File: src/qfa_pkg.sv
// Package for the Q16 fixed-point ALU: operation codes, pipeline payload
// type and sizing constants. No dependencies.
`timescale 1ns / 1ps
package qfa_pkg;

  localparam logic [3:0] FN_ADD       = 4'd0;
  localparam logic [3:0] FN_SUB       = 4'd1;
  localparam logic [3:0] FN_ALIGN_ADD = 4'd2;
  localparam logic [3:0] FN_ALIGN_SUB = 4'd3;
  localparam logic [3:0] FN_MUL_SHIFT = 4'd4;
  localparam logic [3:0] FN_MUL_MIN   = 4'd5;
  localparam logic [3:0] FN_DIV_SHIFT = 4'd6;
  localparam logic [3:0] FN_DIV_SCALE = 4'd7;
  localparam logic [3:0] FN_NORMALIZE = 4'd8;

  // What the item still needs before it is finished.
  localparam logic [1:0] KIND_DONE = 2'd0;
  localparam logic [1:0] KIND_MUL  = 2'd1;
  localparam logic [1:0] KIND_DIV  = 2'd2;

  // Divider: 32 quotient bits, four per stage.
  localparam int DIV_STAGES = 8;
  localparam int DIV_STEPS  = 4;

  typedef struct packed {
    logic [1:0]         kind;
    logic signed [15:0] res;
    logic signed [4:0]  delta;
    logic               sat;
    logic               dz;
    logic signed [31:0] prod;
    logic [3:0]         mshift;
    logic [16:0]        rem;
    logic [31:0]        dq;
    logic [15:0]        dvs;
    logic               qneg;
  } pipe_t;

endpackage

File: src/qfa_if.sv
// Channel interfaces of the Q16 fixed-point ALU: operation in, result out.
// No package dependency.
`timescale 1ns / 1ps
interface qfa_in_if;
  logic               valid;
  logic               ready;
  logic [3:0]         func;
  logic signed [15:0] operand_a;
  logic signed [15:0] operand_b;
  logic [3:0]         scale_a;
  logic [3:0]         scale_b;
  logic [3:0]         shift;
  logic signed [31:0] wide_value;
  modport source(output valid, func, operand_a, operand_b, scale_a, scale_b, shift,
                 wide_value, input ready);
  modport sink(input valid, func, operand_a, operand_b, scale_a, scale_b, shift,
               wide_value, output ready);
endinterface

interface qfa_out_if;
  logic               valid;
  logic               ready;
  logic signed [15:0] result;
  logic signed [4:0]  scale_delta;
  logic               saturated;
  logic               div_by_zero;
  modport source(output valid, result, scale_delta, saturated, div_by_zero, input ready);
  modport sink(input valid, result, scale_delta, saturated, div_by_zero, output ready);
endinterface

File: src/qfa_prep.sv
// Front-end decode of the Q16 fixed-point ALU: finishes add, subtract and
// normalize, and prepares multiply and divide work. Uses qfa_pkg.
`timescale 1ns / 1ps
module qfa_prep (
  input  logic [3:0]         func,
  input  logic signed [15:0] operand_a,
  input  logic signed [15:0] operand_b,
  input  logic [3:0]         scale_a,
  input  logic [3:0]         scale_b,
  input  logic [3:0]         shift,
  input  logic signed [31:0] wide_value,
  output qfa_pkg::pipe_t     prep
);

  logic signed [15:0] x;
  logic signed [15:0] y;
  logic [16:0]        sum;
  logic [3:0]         dsh;
  logic [15:0]        amag;
  logic [32:0]        mag;
  logic [31:0]        lsh;
  logic [31:0]        rsh;

  always_comb begin
    prep        = '0;
    prep.kind   = qfa_pkg::KIND_DONE;
    x           = operand_a;
    y           = operand_b;
    sum         = '0;
    dsh         = shift;
    amag        = '0;
    mag         = '0;
    lsh         = '0;
    rsh         = '0;
    unique case (func) inside
      qfa_pkg::FN_ADD, qfa_pkg::FN_SUB, qfa_pkg::FN_ALIGN_ADD, qfa_pkg::FN_ALIGN_SUB: begin
        if (func[0]) begin
          y = 16'(-operand_b);
        end
        if (func[1]) begin
          if (scale_a > scale_b) begin
            x = operand_a >>> (scale_a - scale_b);
          end else begin
            y = y >>> (scale_b - scale_a);
          end
        end
        sum = {x[15], x} + {y[15], y};
        if (sum[16] != sum[15]) begin
          prep.sat = 1'b1;
          prep.res = sum[16] ? 16'sh8000 : 16'sh7fff;
        end else begin
          prep.res = sum[15:0];
        end
      end
      qfa_pkg::FN_MUL_SHIFT, qfa_pkg::FN_MUL_MIN: begin
        prep.kind   = qfa_pkg::KIND_MUL;
        prep.prod   = 32'(operand_a) * 32'(operand_b);
        prep.mshift = (func == qfa_pkg::FN_MUL_SHIFT) ? shift :
                      ((scale_a < scale_b) ? scale_a : scale_b);
      end
      qfa_pkg::FN_DIV_SHIFT, qfa_pkg::FN_DIV_SCALE: begin
        prep.kind = qfa_pkg::KIND_DIV;
        dsh       = (func == qfa_pkg::FN_DIV_SHIFT) ? shift : scale_b;
        amag      = operand_a[15] ? 16'(-operand_a) : operand_a;
        prep.dq   = {16'd0, amag} << dsh;
        prep.dvs  = operand_b[15] ? 16'(-operand_b) : operand_b;
        prep.qneg = operand_a[15] ^ operand_b[15];
        prep.dz   = (operand_b == 16'sd0);
      end
      qfa_pkg::FN_NORMALIZE: begin
        mag = wide_value[31] ? 33'(-{wide_value[31], wide_value})
                             : {wide_value[31], wide_value};
        lsh = wide_value;
        rsh = wide_value;
        if (mag < 33'd16) begin
          lsh = wide_value << 11;  prep.delta = 5'sd11;
        end else if (mag < 33'd256) begin
          lsh = wide_value << 7;   prep.delta = 5'sd7;
        end else if (mag < 33'd4096) begin
          lsh = wide_value << 3;   prep.delta = 5'sd3;
        end else if (mag < 33'd32768) begin
          prep.delta = 5'sd0;
        end else if (mag < 33'd524288) begin
          rsh = wide_value >>> 4;  prep.delta = -5'sd4;
        end else if (mag < 33'd8388608) begin
          rsh = wide_value >>> 8;  prep.delta = -5'sd8;
        end else if (mag < 33'd134217728) begin
          rsh = wide_value >>> 12; prep.delta = -5'sd12;
        end else begin
          rsh = wide_value >>> 16; prep.delta = -5'sd16;
        end
        prep.res = (prep.delta > 5'sd0) ? lsh[15:0] : rsh[15:0];
      end
      default: begin
        prep.res = '0;
      end
    endcase
  end

endmodule

File: src/qfa_div_stage.sv
// One registered stage of the Q16 ALU pipeline: four restoring-division steps,
// and optionally the multiply shift and clip. Uses qfa_pkg.
`timescale 1ns / 1ps
module qfa_div_stage #(
  parameter bit MUL_FIN = 1'b0
) (
  input  logic           clk,
  input  logic           rst_n,
  input  logic           valid_in,
  output logic           ready_out,
  input  qfa_pkg::pipe_t data_in,
  output logic           valid_out,
  input  logic           ready_in,
  output qfa_pkg::pipe_t data_out
);

  logic           valid_r;
  qfa_pkg::pipe_t data_r;
  qfa_pkg::pipe_t data_nxt;
  logic [31:0]    prod_sh;

  always_comb begin
    data_nxt = data_in;
    prod_sh  = 32'(data_in.prod >>> data_in.mshift);
    for (int i = 0; i < qfa_pkg::DIV_STEPS; i++) begin
      data_nxt.rem = {data_nxt.rem[15:0], data_nxt.dq[31]};
      data_nxt.dq  = {data_nxt.dq[30:0], 1'b0};
      if (data_nxt.rem >= {1'b0, data_nxt.dvs}) begin
        data_nxt.rem   = data_nxt.rem - {1'b0, data_nxt.dvs};
        data_nxt.dq[0] = 1'b1;
      end
    end
    if (MUL_FIN && data_in.kind == qfa_pkg::KIND_MUL) begin
      data_nxt.kind = qfa_pkg::KIND_DONE;
      if (prod_sh[31:15] != {17{prod_sh[31]}}) begin
        data_nxt.sat = 1'b1;
        data_nxt.res = prod_sh[31] ? 16'sh8000 : 16'sh7fff;
      end else begin
        data_nxt.res = prod_sh[15:0];
      end
    end
  end

  assign ready_out = !valid_r || ready_in;

  always_ff @(posedge clk) begin
    if (!rst_n) begin
      valid_r <= 1'b0;
    end else if (ready_out) begin
      valid_r <= valid_in;
    end
  end

  always_ff @(posedge clk) begin
    if (ready_out && valid_in) begin
      data_r <= data_nxt;
    end
  end

  assign valid_out = valid_r;
  assign data_out  = data_r;

endmodule

File: src/q16_fixed_point_alu.sv
// Top level of the Q16 fixed-point ALU: decode stage, divider pipeline and
// output register. Uses qfa_pkg, qfa_if, qfa_prep and qfa_div_stage.
`timescale 1ns / 1ps
// The ALU takes one item per cycle while the output side keeps up. Every
// operation travels the same ten-stage pipe, so results leave in the order
// the items came in. The depth is set by the divider, which produces four
// quotient bits per stage over eight stages; add, subtract and normalize
// finish in the first stage, and multiply finishes in the second, after the
// registered product. Each stage holds while the stage after it is full and
// stalled, so a stalled result never loses or repeats an item, and empty
// stages ahead of a stall still take new items.
module q16_fixed_point_alu (
  input logic      clk,
  input logic      rst_n,
  qfa_in_if.sink   in_ch,
  qfa_out_if.source out_ch
);

  localparam int NS = qfa_pkg::DIV_STAGES;

  qfa_pkg::pipe_t prep;
  qfa_pkg::pipe_t s1_r;
  logic           s1_valid_r;
  logic           s1_ready;

  qfa_pkg::pipe_t dv [NS+1];
  logic           vv [NS+1];
  logic           rr [NS+1];

  logic               out_valid_r;
  logic signed [15:0] out_res_r;
  logic signed [4:0]  out_delta_r;
  logic               out_sat_r;
  logic               out_dz_r;
  logic               last_ready;
  logic signed [15:0] fin_res;

  qfa_prep u_prep (
    .func       (in_ch.func),
    .operand_a  (in_ch.operand_a),
    .operand_b  (in_ch.operand_b),
    .scale_a    (in_ch.scale_a),
    .scale_b    (in_ch.scale_b),
    .shift      (in_ch.shift),
    .wide_value (in_ch.wide_value),
    .prep       (prep)
  );

  // Decode stage register.
  assign s1_ready     = !s1_valid_r || rr[0];
  assign in_ch.ready  = s1_ready;

  always_ff @(posedge clk) begin
    if (!rst_n) begin
      s1_valid_r <= 1'b0;
    end else if (s1_ready) begin
      s1_valid_r <= in_ch.valid;
    end
  end

  always_ff @(posedge clk) begin
    if (s1_ready && in_ch.valid) begin
      s1_r <= prep;
    end
  end

  assign dv[0] = s1_r;
  assign vv[0] = s1_valid_r;

  // Divider stages; the first one also completes multiplies.
  for (genvar i = 0; i < NS; i++) begin : g_div
    qfa_div_stage #(
      .MUL_FIN (i == 0)
    ) u_stage (
      .clk       (clk),
      .rst_n     (rst_n),
      .valid_in  (vv[i]),
      .ready_out (rr[i]),
      .data_in   (dv[i]),
      .valid_out (vv[i+1]),
      .ready_in  (rr[i+1]),
      .data_out  (dv[i+1])
    );
  end

  // Output register: apply the quotient sign and the zero-divisor repair.
  assign last_ready = !out_valid_r || out_ch.ready;
  assign rr[NS]     = last_ready;

  always_comb begin
    fin_res = dv[NS].res;
    if (dv[NS].kind == qfa_pkg::KIND_DIV) begin
      if (dv[NS].dz) begin
        fin_res = '0;
      end else if (dv[NS].qneg) begin
        fin_res = 16'(-dv[NS].dq[15:0]);
      end else begin
        fin_res = dv[NS].dq[15:0];
      end
    end
  end

  always_ff @(posedge clk) begin
    if (!rst_n) begin
      out_valid_r <= 1'b0;
    end else if (last_ready) begin
      out_valid_r <= vv[NS];
    end
  end

  always_ff @(posedge clk) begin
    if (last_ready && vv[NS]) begin
      out_res_r   <= fin_res;
      out_delta_r <= dv[NS].delta;
      out_sat_r   <= dv[NS].sat;
      out_dz_r    <= dv[NS].dz;
    end
  end

  assign out_ch.valid       = out_valid_r;
  assign out_ch.result      = out_res_r;
  assign out_ch.scale_delta = out_delta_r;
  assign out_ch.saturated   = out_sat_r;
  assign out_ch.div_by_zero = out_dz_r;

  // A zero divisor always yields a zero result.
  a_dz_zero: assert property (@(posedge clk) disable iff (!rst_n)
    out_valid_r && out_dz_r |-> out_res_r == 16'sd0)
    else $error("divide by zero result not zero");

  // Only normalize reports a scale change, and it never saturates or divides.
  a_delta_only: assert property (@(posedge clk) disable iff (!rst_n)
    out_valid_r && out_delta_r != 5'sd0 |-> !out_sat_r && !out_dz_r)
    else $error("scale change on a non-normalize result");

  a_flags_excl: assert property (@(posedge clk) disable iff (!rst_n)
    out_valid_r |-> !(out_sat_r && out_dz_r))
    else $error("saturated and divide by zero both set");

  // With the last stage full and the output stalled, nothing leaves it.
  a_hold_last: assert property (@(posedge clk) disable iff (!rst_n)
    out_valid_r && vv[NS] && !out_ch.ready |-> !rr[NS])
    else $error("last stage advanced into a stalled output");

  // No item reaches the output still waiting for its multiply.
  a_mul_done: assert property (@(posedge clk) disable iff (!rst_n)
    vv[NS] |-> dv[NS].kind != qfa_pkg::KIND_MUL)
    else $error("multiply not finished at pipe end");

endmodule
File: src/flat_wrapper.sv
// flat-port wrapper written by rule: the top's interface ports become plain ports
module q16_fixed_point_alu_flat 
  (clk, rst_n, in_ch_valid, in_ch_func, in_ch_operand_a, in_ch_operand_b, in_ch_scale_a, in_ch_scale_b, in_ch_shift, in_ch_wide_value, in_ch_ready, out_ch_valid, out_ch_result, out_ch_scale_delta, out_ch_saturated, out_ch_div_by_zero, out_ch_ready);
  qfa_in_if in_ch_i ();
  qfa_out_if out_ch_i ();
  input logic clk;
  input logic rst_n;
  input wire logic [$bits(in_ch_i.valid)-1:0] in_ch_valid;
  input wire logic [$bits(in_ch_i.func)-1:0] in_ch_func;
  input wire logic [$bits(in_ch_i.operand_a)-1:0] in_ch_operand_a;
  input wire logic [$bits(in_ch_i.operand_b)-1:0] in_ch_operand_b;
  input wire logic [$bits(in_ch_i.scale_a)-1:0] in_ch_scale_a;
  input wire logic [$bits(in_ch_i.scale_b)-1:0] in_ch_scale_b;
  input wire logic [$bits(in_ch_i.shift)-1:0] in_ch_shift;
  input wire logic [$bits(in_ch_i.wide_value)-1:0] in_ch_wide_value;
  output wire logic [$bits(in_ch_i.ready)-1:0] in_ch_ready;
  output wire logic [$bits(out_ch_i.valid)-1:0] out_ch_valid;
  output wire logic [$bits(out_ch_i.result)-1:0] out_ch_result;
  output wire logic [$bits(out_ch_i.scale_delta)-1:0] out_ch_scale_delta;
  output wire logic [$bits(out_ch_i.saturated)-1:0] out_ch_saturated;
  output wire logic [$bits(out_ch_i.div_by_zero)-1:0] out_ch_div_by_zero;
  input wire logic [$bits(out_ch_i.ready)-1:0] out_ch_ready;
  assign in_ch_i.valid = in_ch_valid;
  assign in_ch_i.func = in_ch_func;
  assign in_ch_i.operand_a = in_ch_operand_a;
  assign in_ch_i.operand_b = in_ch_operand_b;
  assign in_ch_i.scale_a = in_ch_scale_a;
  assign in_ch_i.scale_b = in_ch_scale_b;
  assign in_ch_i.shift = in_ch_shift;
  assign in_ch_i.wide_value = in_ch_wide_value;
  assign in_ch_ready = in_ch_i.ready;
  assign out_ch_valid = out_ch_i.valid;
  assign out_ch_result = out_ch_i.result;
  assign out_ch_scale_delta = out_ch_i.scale_delta;
  assign out_ch_saturated = out_ch_i.saturated;
  assign out_ch_div_by_zero = out_ch_i.div_by_zero;
  assign out_ch_i.ready = out_ch_ready;
  q16_fixed_point_alu u_core (.clk(clk), .rst_n(rst_n), .in_ch(in_ch_i), .out_ch(out_ch_i));
endmodule
File: config.mk
export PLATFORM = sky130hd
export DESIGN_NAME = q16_fixed_point_alu_flat
export DESIGN_NICKNAME = d
export VERILOG_FILES = /design/src/qfa_pkg.sv /design/src/qfa_if.sv /design/src/qfa_prep.sv /design/src/qfa_div_stage.sv /design/src/q16_fixed_point_alu.sv /design/src/flat_wrapper.sv
export SDC_FILE = /design/constraint.sdc
export NUM_CORES = 2
export LEC_CHECK = 0
export BUFFER_PORTS_ARGS = -buffer_cell sky130_fd_sc_hd__buf_2
export CELL_PAD_IN_SITES_DETAIL_PLACEMENT = 1
export CELL_PAD_IN_SITES_GLOBAL_PLACEMENT = 1
export CORE_MARGIN = 2
export CORE_UTILIZATION = 30
export DETAILED_ROUTE_END_ITERATION = 12
export PLACE_DENSITY = 0.57
export SLEW_MARGIN = 10
export SYNTH_ARGS = -nofsm -noshare
export SYNTH_HDL_FRONTEND = slang
export SYNTH_SLANG_ARGS = --single-unit
File: constraint.sdc
create_clock -name clk -period 14.55 [get_ports clk]
set_clock_uncertainty 0.1 [all_clocks]
set_input_delay 1.455 -clock clk [delete_from_list [all_inputs] [get_ports clk]]
set_output_delay 1.455 -clock clk [all_outputs]
set_load 0.01 [all_outputs]
After elaboration in Yosys (flattened, before gate mapping)

Index checks and enable logic that the tools add are counted.

Flip-flop bits (word level): 815
Logic and storage cells: 338
Output and inout port bits: 25
Input bits: 84

$mul: 1
Equal/unequal tests: 12
Bitwise gates (word level): 1
Add/sub/neg operators: 38
$lt $le $gt $ge: 42
Shift operators: 4
Muxes and demuxes: 109
Reductions and logical operators: 36

Operators with widths:

| cell                   | number |
|---|---|
| $mux W16               | 59 |
| $ge A17 B16 Y1         | 31 |
| $sub A16 B16 Y16       | 30 |
| $neg A16 Y16           | 3 |
| $mux W1                | 35 |
| $lt A33 B13 Y1 const B | 1 |
| $lt A33 B16 Y1 const B | 1 |
| $lt A33 B20 Y1 const B | 1 |
| $lt A33 B24 Y1 const B | 1 |
| $lt A33 B28 Y1 const B | 1 |
| $lt A33 B5 Y1 const B  | 1 |
| $lt A33 B9 Y1 const B  | 1 |
| $mux W33               | 1 |
| $neg A33 Y33           | 1 |
| $mul A16 B16 Y32       | 1 |
| $pmux W16 S2           | 1 |
| $shl A16 B4 Y32        | 1 |
| $sshr A16 B4 Y16       | 2 |
| $sshr A32 B4 Y32       | 1 |
| $mux W5                | 5 |
| $mux W4                | 5 |
| $add A16 B16 Y17       | 1 |
| $eq A4 B3 Y1 const B   | 4 |
| $ge A1 B16 Y1          | 1 |
| 24 further kinds       | 54 |

Longest topological paths before layout

Depth in word-level cells: 14
Mapped depth: 51
Mapped depth without buffers: 48

Cells and area by module

A second synthesis with hierarchy kept.

Cell total of the unflattened synthesis: 7,859
Area total of the unflattened synthesis: 85,784.8 um^2

Modules (own cells, without submodules):

| module                                       | sequential area each (um^2) | area an instance (um^2) | cells each | instances |
|---|---|---|---|---|
| qfa_div_stage at u_core.g_div[1].u_stage ... | 3,833.7                     | 7,778.7                 | 639        | 6 |
| qfa_prep                                     | 0.0                         | 16,806.1                | 2,252      | 1 |
| qfa_div_stage at u_core.g_div[0].u_stage     | 3,833.7                     | 9,536.6                 | 893        | 1 |
| qfa_div_stage at u_core.g_div[2].u_stage     | 3,833.7                     | 7,646.1                 | 631        | 1 |
| q16_fixed_point_alu                          | 4,544.4                     | 5,123.7                 | 249        | 1 |

Worst setup path before layout

OpenSTA, ideal clock, no wires.

Kind: register to register
From: register u_core.g_div[4].u_stage.data_r (netlist bit u_core.g_div[4].u_stage.data_out[2])
To: register u_core.g_div[5].u_stage.data_r (netlist bit u_core.g_div[5].u_stage.data_out[56]), data pin
Arrival time: 10,653 ps
Library setup time: 260 ps
Clock period less this slack: 11,014 ps
Cell stages (with the launch flop): 49
Path buffers: 5
Slack: 3,536 ps
Required time: 14,190 ps
Cell sequence: edfxtp_1 > inv_1 > ha_1 > nor2b_1 > o31a_1 > o21ai_1 > o21ai_1 > a211oi_2 > a31oi_4 > clkbuf_1 > clkbuf_1 > o21ai_0 > inv_1 > ha_1 > nor2b_1 > o21ai_0 > and3_1 > o211ai_1 > [13 not listed] > nand3_1 > a21boi_0 > a2111oi_4 > buf_2 > mux2i_1 > ha_1 > nor2b_1 > o21a_1 > o21ai_0 > a211oi_1 > o31ai_1 > a21oi_1 > o21ai_0 > a21oi_1 > a211oi_1 > mux2i_2 > buf_6 > mux2_4

RTL lines:

| item                     | line                | source |
|---|---|---|
| start: declaration       | qfa_div_stage.sv:18 | `qfa_pkg::pipe_t data_r;` |
| start signal: assignment | qfa_div_stage.sv:56 | `data_r <= data_nxt;` |
| end signal: assignment   | qfa_div_stage.sv:56 |  |
| end: declaration         | qfa_div_stage.sv:18 |  |

==> reports/qor.csv <==
metric,value,unit
die_area,228000,sq um
critPathLaunchType,register,
fin_crit,12.85,ns
routed-wl-met2,99800,microns
clk_latency,0.71,ns
clk_pin_slew,0.06,ns
syn-cell-area,67200,sq um
wl_met3,5620,microns
wl_met1,99300,microns
cts_hold_buf,0,
final_common_cell,edfxtp_1,
grt_pass1_vias,54562,
ys_seq_area_share,31.8,%
mostFrequentLayoutCells,"edfxtp_1 (706), inv_1 (639), ha_1 (606), nand2_1 (603), nor2_1 (475)",
core-area,223000,sq um
layout.nets,7978,
ant_nets,0,
async_flop_share,0,%
clock-root-buffer,clkbuf_16,
clock_sinks,716,
grt_pass1_wl,324000,microns
synth_area_per_cell,9.66,sq um
io_buffers,108,
cpMaxStageDelayCell,o31ai_1,
final.period_utilization,88.3,%
grt_setup_unrepaired,false,
die_w,477,microns
ys_types,104,
htreeDepth,3,
status,completed,
rows,173,
clk_path_buf_depth,3,
grt-ovfl-total,0,
drv_slew,0,
top_layer,met5,
ys_ff_latch,716,
crit_path_max_fanout,25,
drive_above_1_share,8.66,%
hold_class,register to register,
yosys_warnings,0,
remaining_drc_errors,0,
post_drt_via_cell_ratio,5.19,
dp_hpwl,166000,microns
cts-buffers-inserted,82,
hold_viol,0,
setup-tns-final,0,ns
synth_ff_type,edfxtp_1,
grt_antenna_before_repair,13,
first_pass_iters,5,
end_kind,register,
syn_to_final_growth,10.0,%
post-cts-setup-buffers,0,
vias,52093,
cpPeakStageDelay,0.68,ns
synth_edf_count,706,
fmax,0.0778,GHz
start_util,30.2,%
worstMarginPinSlew,1.11,ns
maxSlewHeadroom,25.2,%
synthCells,6962,
cap_viol_max_count,0,
cts_tree,yes,
drt-total-wl,208000,microns
grt_max_degree,68,
wl_per_cell,20.7,microns
globalplace.congestion,0.860,
die_h,477,microns
worst_ep_required_time,14.88,ns
grtUsageTotal,17.9,%
io_pins,109,
cp.arrival,13.18,ns
finalSetupViolCount,0,
cts_resized,0,
drtIter0Drc,2622,
worstSetupPathType,register to register,
routing by layer:
metal / vias up / global-route usage, %
li1: 25088 / -
met1: 26211 / 24.5
met2: 631 / 30.6
met3: 161 / 1.61
met4: 2 / 3.60
met5: - / 0
stage by stage:
stage | std cells | hold slack (ns) | setup WS [ns] | util (%) | cell area [sq um]
after floorplan | 6968 | 0.300 | 3.54 | - | 67300
after global routing | 10035 | 0.293 | 0.760 | 33.2 | 74000
after CTS | 10034 | 0.295 | 1.79 | 33.2 | 74000
after global placement | 9884 | 0.301 | 2.01 | 32.0 | 71200
after detailed placement | 9884 | 0.305 | 1.84 | 32.0 | 71200
final | 10036 | 0.298 | 1.70 | 33.3 | 74000
cells in the mapped netlist (51+ instances only):
cell type / instances / area (sq um)
ha_1: 606 / 7580
o21ai_0: 369 / 1850
xnor2_1: 279 / 2440
o21a_1: 78 / 586
nor3_1: 112 / 561
edfxtp_1: 706 / 21200
a31oi_1: 51 / 319
mux2i_1: 176 / 1760
inv_1: 639 / 2400
a211oi_1: 68 / 510
fa_1: 295 / 5910
nand2b_1: 70 / 438
a21oi_1: 453 / 2270
nor2b_1: 109 / 682
xor2_1: 150 / 1310
nand2_1: 603 / 2260
clkbuf_1: 171 / 642
or3_1: 55 / 344
nand4_1: 92 / 576
o211ai_1: 52 / 390
mux2_2: 227 / 2560
a21o_1: 170 / 1280
nand3_1: 93 / 465
and2_1: 152 / 951
nor2_1: 475 / 1780
worst max-delay path: cells and delay by family, from the launching register on:
family                   cells  cell delay, ns
multiplexers                 4            1.28
adder cells (fa/ha/maj)      4            1.41
buffers and inverters        5            1.25
AO/OA/AOI/OAI               24            6.57
flip-flops                   1            0.58
AND/OR/NAND/NOR              9            1.34
flip-flops by register name, summed over array words and instances (netlist names):
signal,flops
u_core.dv,108
u_core.g_div.u_stage.data_out,576
u_core.g_div.u_stage.valid_out,8
u_core.out_ch.div_by_zero,1
u_core.out_ch.result,16
u_core.out_ch.saturated,1
u_core.out_ch.scale_delta,4
u_core.out_ch.valid,1
u_core.s1_valid_r,1
cells by family after synthesis:
kind of cell	synth area share [%]
simple gates	13.8
compound gates	15.7
fa+ha+maj	20.1
buf+inv	4.93
flops	31.8
mux	8.08
xor+xnor	5.59
other cells	0.00558
path summary, 6_finish.rpt:
check,cells after the start,to,slack (ns),startpoint
worst min-delay path,0,u_core.g_div[2].u_stage.data_out[32],0.30,u_core.g_div[1].u_stage.data_out[28]
worst min register to register,0,u_core.g_div[2].u_stage.data_out[32],0.30,u_core.g_div[1].u_stage.data_out[28]
worst max register to register,46,u_core.g_div[5].u_stage.data_out[52],1.70,u_core.g_div[4].u_stage.data_out[2]
worst max-delay path,46,u_core.g_div[5].u_stage.data_out[52],1.70,u_core.g_div[4].u_stage.data_out[2]
area by class of cell:
cell class | instances | area, sq um
antenna | 2 | 5.00
clock buffer | 99 | 2120
clock inverter | 51 | 687
fill | 25463 | 149000
inverter | 648 | 2430
multi-input combinational | 5382 | 42700
sequential | 716 | 21400
tap | 2975 | 3720
timing repair buffer | 163 | 953
Power is not shown: default switching activity piles up to over one toggle a cycle in this logic, so the estimate is an artifact.
